## src/hdl/pat_pkg.sv

```systemverilog
// shared types, constants and helper functions of the peer address table
`default_nettype none

package pat_pkg;

    // table geometry
    localparam int MAX_ENTRIES = 1024;
    localparam int HASH_SLOTS  = 2048;
    localparam int ADDR_BYTES  = 32;

    localparam int ENT_W  = $clog2(MAX_ENTRIES);
    localparam int CNT_W  = ENT_W + 1;
    localparam int SLOT_W = $clog2(HASH_SLOTS);
    localparam int PRB_W  = SLOT_W + 1;
    localparam int ADDR_W = ADDR_BYTES * 8;
    localparam int LEN_W  = 6;

    // hash and policy constants
    localparam logic [63:0] FNV_BASIS       = 64'hCBF29CE484222325;
    localparam logic [63:0] FNV_PRIME       = 64'h00000100000001B3;
    localparam logic [31:0] STALE_AGE       = 32'd1209600;
    localparam logic [10:0] DEFAULT_SRC_CAP = 11'd64;

    // request kinds
    localparam logic OP_ADD  = 1'b0;
    localparam logic OP_MARK = 1'b1;

    typedef struct packed {
        logic [15:0]       port;
        logic [LEN_W-1:0]  len;
        logic [7:0]        net;
        logic [ADDR_W-1:0] addr;
    } pat_key_t;

    typedef struct packed {
        logic        tried;
        logic [31:0] source;
        logic [31:0] seen;
        logic [63:0] services;
        pat_key_t    key;
    } pat_entry_t;

    typedef enum logic [2:0] {
        ST_INVALID,
        ST_REFRESHED,
        ST_SRC_CAPPED,
        ST_ALL_TRIED,
        ST_ADDED,
        ST_EVICTED,
        ST_NOT_FOUND,
        ST_MARKED
    } pat_status_t;

    typedef enum logic [1:0] {
        REG_WRITABLE,
        REG_SRC_CAP,
        REG_CAPACITY
    } pat_reg_t;

    // address length each network code requires, zero for unknown codes
    function automatic logic [LEN_W-1:0] expected_len(input logic [7:0] net);
        logic [LEN_W-1:0] r;
        unique case (net)
            8'd1:    r = LEN_W'(4);
            8'd2:    r = LEN_W'(16);
            8'd3:    r = LEN_W'(10);
            8'd4:    r = LEN_W'(32);
            8'd5:    r = LEN_W'(32);
            8'd6:    r = LEN_W'(16);
            default: r = '0;
        endcase
        return r;
    endfunction

    // one fnv-1a round, kept modulo the slot count
    function automatic logic [SLOT_W-1:0] hash_mix(input logic [SLOT_W-1:0] h,
                                                   input logic [SLOT_W-1:0] x);
        logic [2*SLOT_W-1:0] p;
        p = (h ^ x) * FNV_PRIME[SLOT_W-1:0];
        return p[SLOT_W-1:0];
    endfunction

endpackage

`default_nettype wire

```

## src/hdl/pat_hash.sv

```systemverilog
// byte-serial key hash giving the home slot of a key
`default_nettype none

module pat_hash (
    input  wire logic                        aclk,
    input  wire logic                        aresetn,
    input  wire logic                        start,
    input  wire pat_pkg::pat_key_t           key,
    output logic                             done,
    output logic [pat_pkg::SLOT_W-1:0]       slot
);

    typedef enum logic [1:0] {H_IDLE, H_NET, H_BYTE, H_PORT} phase_t;

    phase_t                          phase_reg;
    logic [pat_pkg::SLOT_W-1:0]      h_reg;
    logic [pat_pkg::ADDR_W-1:0]      addr_reg;
    logic [pat_pkg::LEN_W-1:0]       len_reg;
    logic [pat_pkg::LEN_W-1:0]       cnt_reg;
    logic [7:0]                      net_reg;
    logic [15:0]                     port_reg;
    logic                            done_reg;

    // net, then each address byte, then port, one round a cycle
    always_ff @(posedge aclk) begin
        if (!aresetn) begin
            phase_reg <= H_IDLE;
            done_reg  <= 1'b0;
        end else begin
            done_reg <= 1'b0;
            unique case (phase_reg)
                H_IDLE: begin
                    if (start) begin
                        h_reg     <= pat_pkg::FNV_BASIS[pat_pkg::SLOT_W-1:0];
                        addr_reg  <= key.addr;
                        len_reg   <= key.len;
                        net_reg   <= key.net;
                        port_reg  <= key.port;
                        cnt_reg   <= '0;
                        phase_reg <= H_NET;
                    end
                end
                H_NET: begin
                    h_reg     <= pat_pkg::hash_mix(h_reg, pat_pkg::SLOT_W'(net_reg));
                    phase_reg <= (len_reg == '0) ? H_PORT : H_BYTE;
                end
                H_BYTE: begin
                    h_reg    <= pat_pkg::hash_mix(h_reg, pat_pkg::SLOT_W'(addr_reg[7:0]));
                    addr_reg <= addr_reg >> 8;
                    cnt_reg  <= cnt_reg + 1'b1;
                    if (cnt_reg == pat_pkg::LEN_W'(len_reg - 1'b1)) begin
                        phase_reg <= H_PORT;
                    end
                end
                H_PORT: begin
                    h_reg     <= pat_pkg::hash_mix(h_reg, port_reg[pat_pkg::SLOT_W-1:0]);
                    done_reg  <= 1'b1;
                    phase_reg <= H_IDLE;
                end
                default: phase_reg <= H_IDLE;
            endcase
        end
    end

    assign done = done_reg;
    assign slot = h_reg;

endmodule

`default_nettype wire

```

## config.mk

```make
export PLATFORM = sky130hd
export DESIGN_NAME = pat_hash
export DESIGN_NICKNAME = d
export VERILOG_FILES = /design/src/hdl/pat_pkg.sv /design/src/hdl/pat_hash.sv
export SDC_FILE = /design/constraint.sdc
export NUM_CORES = 1
export LEC_CHECK = 0
export BUFFER_PORTS_ARGS = -buffer_cell sky130_fd_sc_hd__buf_2
export CAP_MARGIN = 0
export CELL_PAD_IN_SITES_DETAIL_PLACEMENT = 2
export CELL_PAD_IN_SITES_GLOBAL_PLACEMENT = 2
export CORE_MARGIN = 5
export CORE_UTILIZATION = 42
export DETAILED_ROUTE_END_ITERATION = 6
export PLACE_DENSITY_LB_ADDON = 0.08
export SLEW_MARGIN = 25
export SYNTH_ARGS = -nofsm -noshare
export SYNTH_HDL_FRONTEND = slang
export SYNTH_SLANG_ARGS = --single-unit
```

## constraint.sdc

```tcl
create_clock -name aclk -period 17.2 [get_ports aclk]
set_input_delay 0.86 -clock aclk [delete_from_list [all_inputs] [get_ports aclk]]
set_output_delay 0.86 -clock aclk [all_outputs]
set_load 0.01 [all_outputs]
```

Yosys cells after proc, flatten, opt, wreduce, memory -nomap -nowiden:

Index checks and enable logic that the tools add are counted.

* output and inout port bits: 12
* register bits after elaboration: 301
* word-level logic and storage cells: 40

* multipliers: 3
* $add $sub $neg: 2
* reduce and logical (&&, ||, !) cells: 7
* muxes and demuxes: 11
* bitwise logic cells: 3
* equal/unequal tests: 6

Operator list (number)
* $pmux W256 S2: 1
* $mux W256: 1
* $pmux W11 S4: 1
* $mul A11 B9 Y11 const B: 3
* $xor A11 B8 Y11: 2
* $pmux W6 S2: 1
* $mux W11: 1
* $xor A11 B11 Y11: 1
* $pmux W2 S4: 1
* $add A6 B1 Y6 const B: 1
* $eq A6 B6 Y1: 1
* $logic_not A6 Y1: 1
* $mux W6: 1
* $reduce_and A3 Y1: 2
* $sub A6 B1 Y6 const B: 1
* $eq A2 B2 Y1 const B: 2
* $mux W2: 2
* $ne A2 B2 Y1 const B: 2
* $reduce_and A2 Y1: 2
* $eq A2 B1 Y1 const B: 1
* $logic_not A2 Y1: 1
* $mux W1: 2
* $reduce_bool A2 Y1: 1

Longest topological paths before layout:

Gate-level depths: netlist of the first run.

* depth after elaboration: 4
* mapped depth: 17
* mapped depth without buffers: 17

Worst setup path before layout of the first run:

No wires, ideal clock.

* path kind: input -> register
* start point: input start
* end point: register addr_reg[0] (netlist name) (enable)
* data arrival time: 7.761 ns
* library setup time: 0.647 ns
* data required time: 16.553 ns
* stages on the path: 3
* slack: 8.791 ns
* path through: inv_1 -> a21boi_0 -> o21a_1

* longest elaborated chain between the ends: 2

Ends and longest elaborated chain
* start, declared: RTL line pat_hash.sv:7 `input wire logic start,`
* $ne A2 B2 Y1 (no line)
* $reduce_and A3 Y1 (no line)
* end signal, assigned: RTL line pat_hash.sv:35 `addr_reg <= key.addr;`
* end signal, assigned: RTL line pat_hash.sv:49 `addr_reg <= addr_reg >> 8;`
* end, declared: RTL line pat_hash.sv:17 `logic [pat_pkg::ADDR_W-1:0] addr_reg;`

No other way between the ends.
A chain may end at the register's enable or synchronous reset.

Worst setup path after layout of the first run:

* start point: register h_reg (netlist bit slot[0])
* end point: register h_reg (netlist bit slot[10]) (data pin)

* longest elaborated chain between the ends: 3
* elaborated cells between the ends (all ways): 7

Ends and longest elaborated chain
* start, declared: RTL line pat_hash.sv:16 `logic [pat_pkg::SLOT_W-1:0] h_reg;`
* start signal, assigned: RTL line pat_hash.sv:34 `h_reg <= pat_pkg::FNV_BASIS[pat_pkg::SLOT_W-1:0];`
* start signal, assigned: RTL line pat_hash.sv:44 `h_reg <= pat_pkg::hash_mix(h_reg, pat_pkg::SLOT_W'(net_reg));`
* start signal, assigned: RTL line pat_hash.sv:48 `h_reg <= pat_pkg::hash_mix(h_reg, pat_pkg::SLOT_W'(addr_reg[7:0]));`
* $xor A11 B11 Y11 or $xor A11 B8 Y11 (tied branches): RTL line pat_pkg.sv:79 `p = (h ^ x) * FNV_PRIME[SLOT_W-1:0];`
* $mul A11 B9 Y11: RTL line pat_pkg.sv:79
* $pmux W11 S4 *: RTL line pat_hash.sv:31 `unique case (phase_reg)`

Mark *: on every way between the ends. The rest lies on a longest branch, timed or not.

==> out/results.tsv, run 1 <==
metric	value	unit
status	finished clean	
grt_max_degree	85	
layout_commonest_cell	edfxtp_1	
drt_first_iter_violations	347	
min_period	4410	ps
die_x	202	microns
seq_area_frac_synth	0.582	
via_count	9161	
hp-start	key[280]	
avgViaCountPerCell	5.07	
tightest_slew	1030	ps
clk_pin_slew	60	ps
io_buffers	295	
slew_headroom	0.316	
rsz0062_at_grt	false	
cts_setup_buffers	0	
cts_resized	0	
largest_reg_flops	256	
hold_viol_final	0	
cp_data_arrival_time	4660	ps
cts_buffer_depth	3	
cts_made_buffers	35	
path_class	reg2reg	
r2r_start	slot[0]	
critical_path.startpoint	slot[0]	
wire_per_inst	22.4	microns
grt_pass1_wl	61600	microns
min_period_over_period	0.256	
post-route-util	0.508	
drive_above_1_share	0.455	
clkSinkCount	301	
die_h	202	microns
die_area	40800	sq um
clockRootBuffer	clkbuf_16	
cts_tree	built	
core-area	36500	sq um
maxCapViolations	0	
clk-insertion-delay-late	530	ps
area_delta_synth_final	19.9	%
synthCells	991	
drv_slew	0	
finClkSkew	17.0	ps
ant_nets	0	
max_freq	227	MHz
finalSetupViolCount	0	
syn_area	15500	sq um
crit_path_max_fanout	7	
ys_ff_latch	301	
firstDrtPassIters	5	
antenna_found_initial	38	
dp_hpwl	30000	microns
overflow	0	
first_global_vias	10600	
grt_usage	0.195	
synth_area_per_cell	15.6	sq um
hold_class	in2reg	
ys_warn_count	0	
final_cell_mix	edfxtp_1, buf_2, mux2_2, inv_1, ha_1	
fin_tns_setup	0	ps
fillerInstances	3481	
ctsHoldBuffers	0	
required	17450	ps
std_cell_rows	70	
end_kind	flip-flop	
drc	0	
yosys.cell_types.count	38	
start_kind	flip-flop	
globalplace.congestion	0.803	
io_pins	301	
syn_nets	1399	
cts.htree.levels	2	
layout.nets	1702	
start_util	0.424	
drt-total-wl	40500	microns
worst max-delay path: stages (launching register included):
cell and delay [ps]:
edfxtp_1 460, xor2_1 650, ha_1 340, xor2_1 230
ha_1 310, fa_1 500, inv_1 50, fa_1 380
xnor2_1 200, xnor2_1 170, xnor2_1 180, xnor2_1 180
xnor2_1 120, a22oi_1 260, a21oi_1 100
cell type report:
type	count	area [sq um]	share of cell area
timing repair buffer	303	1540	0.0830
clock buffer	45	935	0.0504
tap	468	586	0.0315
clock inverter	17	96.3	0.00519
sequential	301	9010	0.485
multi-input combinational	566	6020	0.324
inverter	87	327	0.0176
antenna	19	47.5	0.00256
path summary, 6_finish.rpt:
path	end	slack (ps)	depth (start not counted)
max reg2reg	slot[10]	12790	14
min reg2reg	addr_reg[192]	540	1
max	slot[10]	12790	14
min	port_reg[10]	510	1
metrics by stage:
step,setup WS (ps),std cells,area [sq um],hold slack (ps)
4_1_cts,12690,1787,18500,481
3_3_place_gp,12840,1725,17500,526
3_5_place_dp,12770,1725,17500,532
5_1_grt,12500,1801,18500,495
6_report,12790,1806,18600,514
2_1_floorplan,8790,991,15500,479
cells in the mapped netlist:
| cell type | count | area share |
|---|---|---|
| fa_1 | 35 | 0.045 |
| nor2b_1 | 10 | 0.0040 |
| a21boi_0 | 2 | 0.00097 |
| nand2_1 | 16 | 0.0039 |
| o31a_1 | 1 | 0.00057 |
| o21ai_0 | 5 | 0.0016 |
| a22oi_1 | 4 | 0.0019 |
| or3_1 | 1 | 0.00040 |
| a222oi_1 | 5 | 0.0032 |
| a221oi_1 | 1 | 0.00057 |
| a31oi_1 | 3 | 0.0012 |
| xor2_2 | 2 | 0.0021 |
| edfxtp_1 | 298 | 0.58 |
| o21bai_1 | 4 | 0.0019 |
| mux2_2 | 248 | 0.18 |
| a211oi_1 | 1 | 0.00049 |
| ha_1 | 84 | 0.068 |
| xnor3_1 | 2 | 0.0029 |
| clkbuf_1 | 35 | 0.0085 |
| and2_4 | 1 | 0.00057 |
| and2_1 | 5 | 0.0020 |
| inv_1 | 87 | 0.021 |
| a21o_1 | 4 | 0.0019 |
| o21a_1 | 2 | 0.00097 |
| nor3_1 | 4 | 0.0013 |
| nand3_1 | 3 | 0.00097 |
| and3_1 | 3 | 0.0012 |
| a21oi_1 | 20 | 0.0065 |
| dfxtp_1 | 3 | 0.0039 |
| nand4b_1 | 1 | 0.00057 |
| xor2_1 | 39 | 0.022 |
| nor2_1 | 13 | 0.0032 |
| xnor2_1 | 41 | 0.023 |
| a32oi_1 | 1 | 0.00057 |
| or4bb_1 | 1 | 0.00073 |
| buf_2 | 2 | 0.00065 |
| mux2i_1 | 3 | 0.0019 |
| a2111oi_0 | 1 | 0.00057 |
routing by layer:
layer,vias to the layer above,wire [microns],track usage
li1,4265,-,-
met1,4534,15600,0.225
met2,235,20500,0.338
met3,85,3360,0.0807
met4,42,803,0.0498
met5,-,241,0
cell families (layout without fill, tap and decap cells):
logic type                 after synthesis  in the layout  share of synthesized area
AOI/OAI and AO/OA                       54             54                     0.0230
xor gates and xnor gates                84             84                     0.0503
adders and majority gates              119            119                      0.113
buffers and inverters                  124            452                     0.0302
DFF                                    301            301                      0.582
muxes                                  251            251                      0.182
other                                    0             19                          0
and+or+nand+nor                         58             58                     0.0188
Power of run 1 is not shown: default switching activity piles up to over one toggle a cycle in this logic, so the estimate is an artifact.
==> run 2: changes to the inputs <==
--- a/config.mk
+++ b/config.mk
@@ -10,7 +10,7 @@
 export CELL_PAD_IN_SITES_DETAIL_PLACEMENT = 2
 export CELL_PAD_IN_SITES_GLOBAL_PLACEMENT = 2
 export CORE_MARGIN = 5
-export CORE_UTILIZATION = 42
+export CORE_UTILIZATION = 39
 export DETAILED_ROUTE_END_ITERATION = 6
 export PLACE_DENSITY_LB_ADDON = 0.08
 export SLEW_MARGIN = 25
==> constraint.sdc (replaced) <==
create_clock -name aclk -period 4.4 [get_ports aclk]
set_input_delay 0.22 -clock aclk [delete_from_list [all_inputs] [get_ports aclk]]
set_output_delay 0.22 -clock aclk [all_outputs]
set_load 0.01 [all_outputs]
==> out/results.tsv, run 2 (synthesis results as in run 1) <==
metric	value	unit	change
status	finished clean		
critical_path.startpoint	slot[7]		
first_global_vias	12600		+19%
final_cell_mix	edfxtp_1, buf_2, dlygate4sd3_1, mux2_2, inv_1		
start_util	0.392		-0.0315
drive_above_1_share	0.389		-0.0662
drt-total-wl	55700	microns	+38%
drv_slew	0		unchanged
clkSinkCount	301		unchanged
cp_slowest_cell	fa_1		
r2r_setup_slack	90	ps	-12700 ps
finalSetupViolCount	0		unchanged
maxCapViolations	0		unchanged
grt_pass1_wl	80800	microns	+31%
min_period	4310	ps	-101 ps
firstDrtPassIters	5		unchanged
die_x	209	microns	+3.6%
path_cells	buf_4, xor2_1, ha_1, inv_1, fa_1, inv_1, fa_1, inv_1, fa_1, xnor2_1, xnor2_1, xnor2_1, xnor2_1, xnor2_1, nand2_1, a21oi_1		
path_class	reg2reg		
grt_max_degree	83		-2.4%
max_freq	232	MHz	+2.3%
wire_per_inst	26.0	microns	+16%
min_period_over_period	0.979		+0.723
layout_commonest_cell	edfxtp_1		
clk-insertion-delay-late	540	ps	about the same
cts_made_buffers	37		+5.7%
drt_first_iter_violations	539		+55%
io_buffers	295		unchanged
globalplace.congestion	0.790		-1.7%
crit_cells	16		+2
required	4770	ps	-12680 ps
cp_num_buf_inv	4		+3
critPathMostFrequentCell	xnor2_1		
via_count	10500		+14%
layout.nets	1992		+17%
cts_buffer_depth	3		unchanged
area_delta_synth_final	40.2	%	
cpPeakStageDelay	550	ps	-100 ps
cp-endpoint	slot[10]		
cp_data_arrival_time	4680	ps	+20 ps
largest_reg_flops	256		unchanged
r2r_start	slot[7]		
die_area	43800	sq um	+7.3%
cts_tree	built		
grt_usage	0.245		+0.0498
hold_class	in2reg		
antenna_found_initial	14		-63%
avgViaCountPerCell	4.89		-3.5%
rr_worst_depth	16		+2
core-area	39500	sq um	+8.0%
place_inst	1786		+3.5%
final_cells	2143		+19%
ant_nets	0		unchanged
tightest_slew	868	ps	-158 ps
finClkSkew	15.2	ps	-1.77 ps
io_pins	301		unchanged
end_kind	flip-flop		
drc	0		unchanged
dp_hpwl	29700	microns	-0.97%
overflow	0		unchanged
die_h	209	microns	+3.6%
start_kind	flip-flop		
crit_path_max_fanout	3		-4
cts.htree.levels	2		unchanged
slew_headroom	0.421		+0.105
hold_viol_final	0		unchanged
std_cell_rows	73		+4.3%
clockRootBuffer	clkbuf_16		
cp_top_family	adder cells		
clk_pin_slew	60	ps	about the same
r2r_end	slot[10]		
run 2: cell count changes in the layout (fill, tap and decap cells not counted), sizes merged:
cell         previous run  this run
bufinv                  0         1
dlygate4sd3             0       276
diode                  19        10
buf                   303       315
clkinv                 13        12
clkinvlp                3         1
inv                    88        87
clkbuf                 45        49
run 2: stage by stage:
step | setup WS [ps] | util | hold slack (ps) | setup TNS, ps | instance area (sq um)
2_1_floorplan | 119 | - | 319 | 0 | 15500
3_3_place_gp | 236 | 0.447 | 397 | 0 | 17700
3_5_place_dp | 72.7 | 0.447 | 399 | 0 | 17700
4_1_cts | 80.2 | 0.545 | 1.67 | 0 | 21500
5_1_grt | -30.6 | 0.550 | 24.7 | -30.6 | 21700
6_report | 90.5 | 0.550 | 47.8 | 0 | 21700
run 2: per-layer routing:
layer	GRT usage	part of all wire	up-vias
met5	0	0.00090	-
met4	0.0666	0.023	8
met3	0.0474	0.047	78
met2	0.465	0.56	299
met1	0.279	0.37	5292
li1	-	-	4808
run 2: area by class of cell:
| cell class | instances | area, sq um |
|---|---|---|
| fill | 3628 | 17800 |
| multi-input combinational | 566 | 6110 |
| antenna | 10 | 25.0 |
| tap | 525 | 657 |
| timing repair buffer | 591 | 4480 |
| sequential | 301 | 9010 |
| clock buffer | 49 | 992 |
| clock inverter | 14 | 100 |
| inverter | 87 | 327 |
run 2: timing repair:
item	in CTS	in global routing
hold buffers	276	0
hold endpoints to repair	277	0
setup endpoints to repair	0	1
setup buffers	0	8
resized for setup	0	13
run 2: worst register-to-register path, delay by kind of cell, from the launching register on:
kind | cells | cell delay (ps)
flops | 1 | 530
compound gates | 1 | 170
fa+ha+maj | 4 | 1680
xor+xnor | 6 | 1280
buf+inv | 4 | 410
simple gates | 1 | 100
run 2: how the worst min path moves through the flow:
stage / cells after the start / slack (ps) / from / endpoint
finish: 2 / 50 / key[204] / addr_reg[204]
global route: 2 / 20 / key[17] / addr_reg[17]
CTS: 2 / 2 / key[204] / addr_reg[204]
detailed placement: 1 / 400 / key[259] / net_reg[3]
global placement: 1 / 400 / key[271] / port_reg[1]
floorplan: 0 / 320 / key[264] / len_reg[0]
Power of run 2 is left out for the same reason.
==> run 3: changes to the inputs <==
--- a/config.mk
+++ b/config.mk
@@ -10,7 +10,8 @@
 export CELL_PAD_IN_SITES_DETAIL_PLACEMENT = 2
 export CELL_PAD_IN_SITES_GLOBAL_PLACEMENT = 2
 export CORE_MARGIN = 5
-export CORE_UTILIZATION = 39
+export CORE_UTILIZATION = 41
+export CTS_BUF_LIST = sky130_fd_sc_hd__clkbuf_2 sky130_fd_sc_hd__clkbuf_4 sky130_fd_sc_hd__clkbuf_8
 export DETAILED_ROUTE_END_ITERATION = 6
 export PLACE_DENSITY_LB_ADDON = 0.08
 export SLEW_MARGIN = 25
==> constraint.sdc (replaced) <==
create_clock -name aclk -period 4.15 [get_ports aclk]
set_input_delay 0.2075 -clock aclk [delete_from_list [all_inputs] [get_ports aclk]]
set_output_delay 0.2075 -clock aclk [all_outputs]
set_load 0.01 [all_outputs]
==> out/results.tsv, run 3 (synthesis results as in run 1) <==
metric	value	unit	change
min_period	4290	ps	-20.7 ps
via_count	11200		+6.4%
die_h	204	microns	-2.4%
grt_pass1_wl	85600	microns	+5.9%
slew_headroom	0.423		+0.00164
cts_made_buffers	53		+43%
largest_reg_flops	256		unchanged
drt-total-wl	65300	microns	+17%
status	finished with violations		
die_x	204	microns	-2.4%
overflow	0		unchanged
maxCapViolations	0		unchanged
tightest_slew	866	ps	-2.46 ps
cts_tree	built		
first_global_vias	13100		+4.4%
core-area	37500	sq um	-5.0%
finClkSkew	26.6	ps	+11.4 ps
grt_usage	0.278		+0.0328
std_cell_rows	71		-2.7%
finalHoldWorstSlack	262	ps	+214 ps
drt_first_iter_violations	686		+27%
rr_worst_depth	15		-1
area_delta_synth_final	44.0	%	
firstDrtPassIters	5		unchanged
globalplace.congestion	0.788		-0.18%
fillerInstances	3328		-8.3%
finalSetupViolCount	1		+1
drv_slew	0		unchanged
io_buffers	295		unchanged
wire_per_inst	30.0	microns	+15%
die_area	41700	sq um	-4.6%
required	4530	ps	-240 ps
fin_ws	-139	ps	-229 ps
clkSinkCount	301		unchanged
ant_nets	0		unchanged
crit_path_max_fanout	3		unchanged
cts.htree.levels	2		unchanged
min_period_over_period	1.03		+0.0540
hold_viol_final	0		unchanged
end_kind	flip-flop		
violations	setup timing		
holdPathStages	2		unchanged
rsz0062_at_grt	true		
cp_data_arrival_time	4670	ps	about the same
drc	0		unchanged
max_freq	233	MHz	+0.48%
layout.nets	2037		+2.3%
drive_above_1_share	0.435		+0.0466
grt_max_degree	148		+78%
io_pins	301		unchanged
dp_hpwl	29800	microns	+0.37%
antenna_found_initial	12		-2
start_util	0.413		+0.0206
path_class	reg2reg		
start_kind	flip-flop		
clk_pin_slew	90	ps	+30 ps
avgViaCountPerCell	5.12		+4.6%
clk-insertion-delay-late	680	ps	+140 ps
cts_buffer_depth	3		unchanged
clockRootBuffer	clkbuf_8		
final_cell_mix	edfxtp_1, buf_2, dlygate4sd3_1, mux2_2, inv_1		
hold_class	in2reg		
layout_commonest_cell	edfxtp_1		
## run 3: layer usage
metal | track usage | routed length, microns
met4 | 0.0869 | 2740
met3 | 0.0641 | 3010
met5 | 0 | 70
met1 | 0.312 | 24200
met2 | 0.520 | 35300
## run 3: final timing paths
check / from / endpoint / slack, ps
worst max-delay path: slot[3] / slot[10] / -140
worst min-delay path: key[258] / net_reg[2] / 260
worst max register to register: slot[3] / slot[10] / -140
worst min register to register: addr_reg[33] / addr_reg[25] / 550
## run 3: worst max-delay path, cell delays in order (launching register included)
cell and delay [ps]:
edfxtp_1 530, xor2_2 250, ha_2 240, inv_1 80, fa_1 580, inv_1 90
fa_1 500, inv_2 50, fa_2 420, xnor2_2 270, xnor2_2 130, xnor2_2 270
xnor2_2 130, xnor2_1 180, a22oi_2 200, a21oi_2 70
## run 3: through the flow
| step | instances | util | cell area [sq um] | setup WS, ps | TNS (ps) |
|---|---|---|---|---|---|
| final | 2179 | 0.594 | 22300 | -139 | -139 |
| after detailed placement | 1780 | 0.472 | 17700 | -29.7 | -29.7 |
| after global routing | 2175 | 0.594 | 22300 | -217 | -471 |
| after global placement | 1780 | 0.472 | 17700 | 59.2 | 0 |
| after floorplan | 991 | - | 15500 | 215 | 0 |
| after CTS | 2158 | 0.578 | 21700 | 2.24 | 0 |
## run 3: timing repair
action                                 CTS  global route
endpoints found under the hold margin  284             0
setup endpoints to repair                1             4
setup buffers                            7            14
resized for setup                        4            75
gates cloned                             0             0
pin swaps                                0            29
hold buffers                           284             0
## run 3: layout make-up
class                      count  area [sq um]  share of cell area
sequential                   301          9010               0.404
multi-input combinational    566          6540               0.294
timing repair buffer         620          4730               0.212
clock buffer                  67           835              0.0374
tap                          511           639              0.0287
inverter                      87           327              0.0147
clock inverter                20           181             0.00814
antenna                        7          17.5            0.000786
Power of run 3 is left out for the same reason.
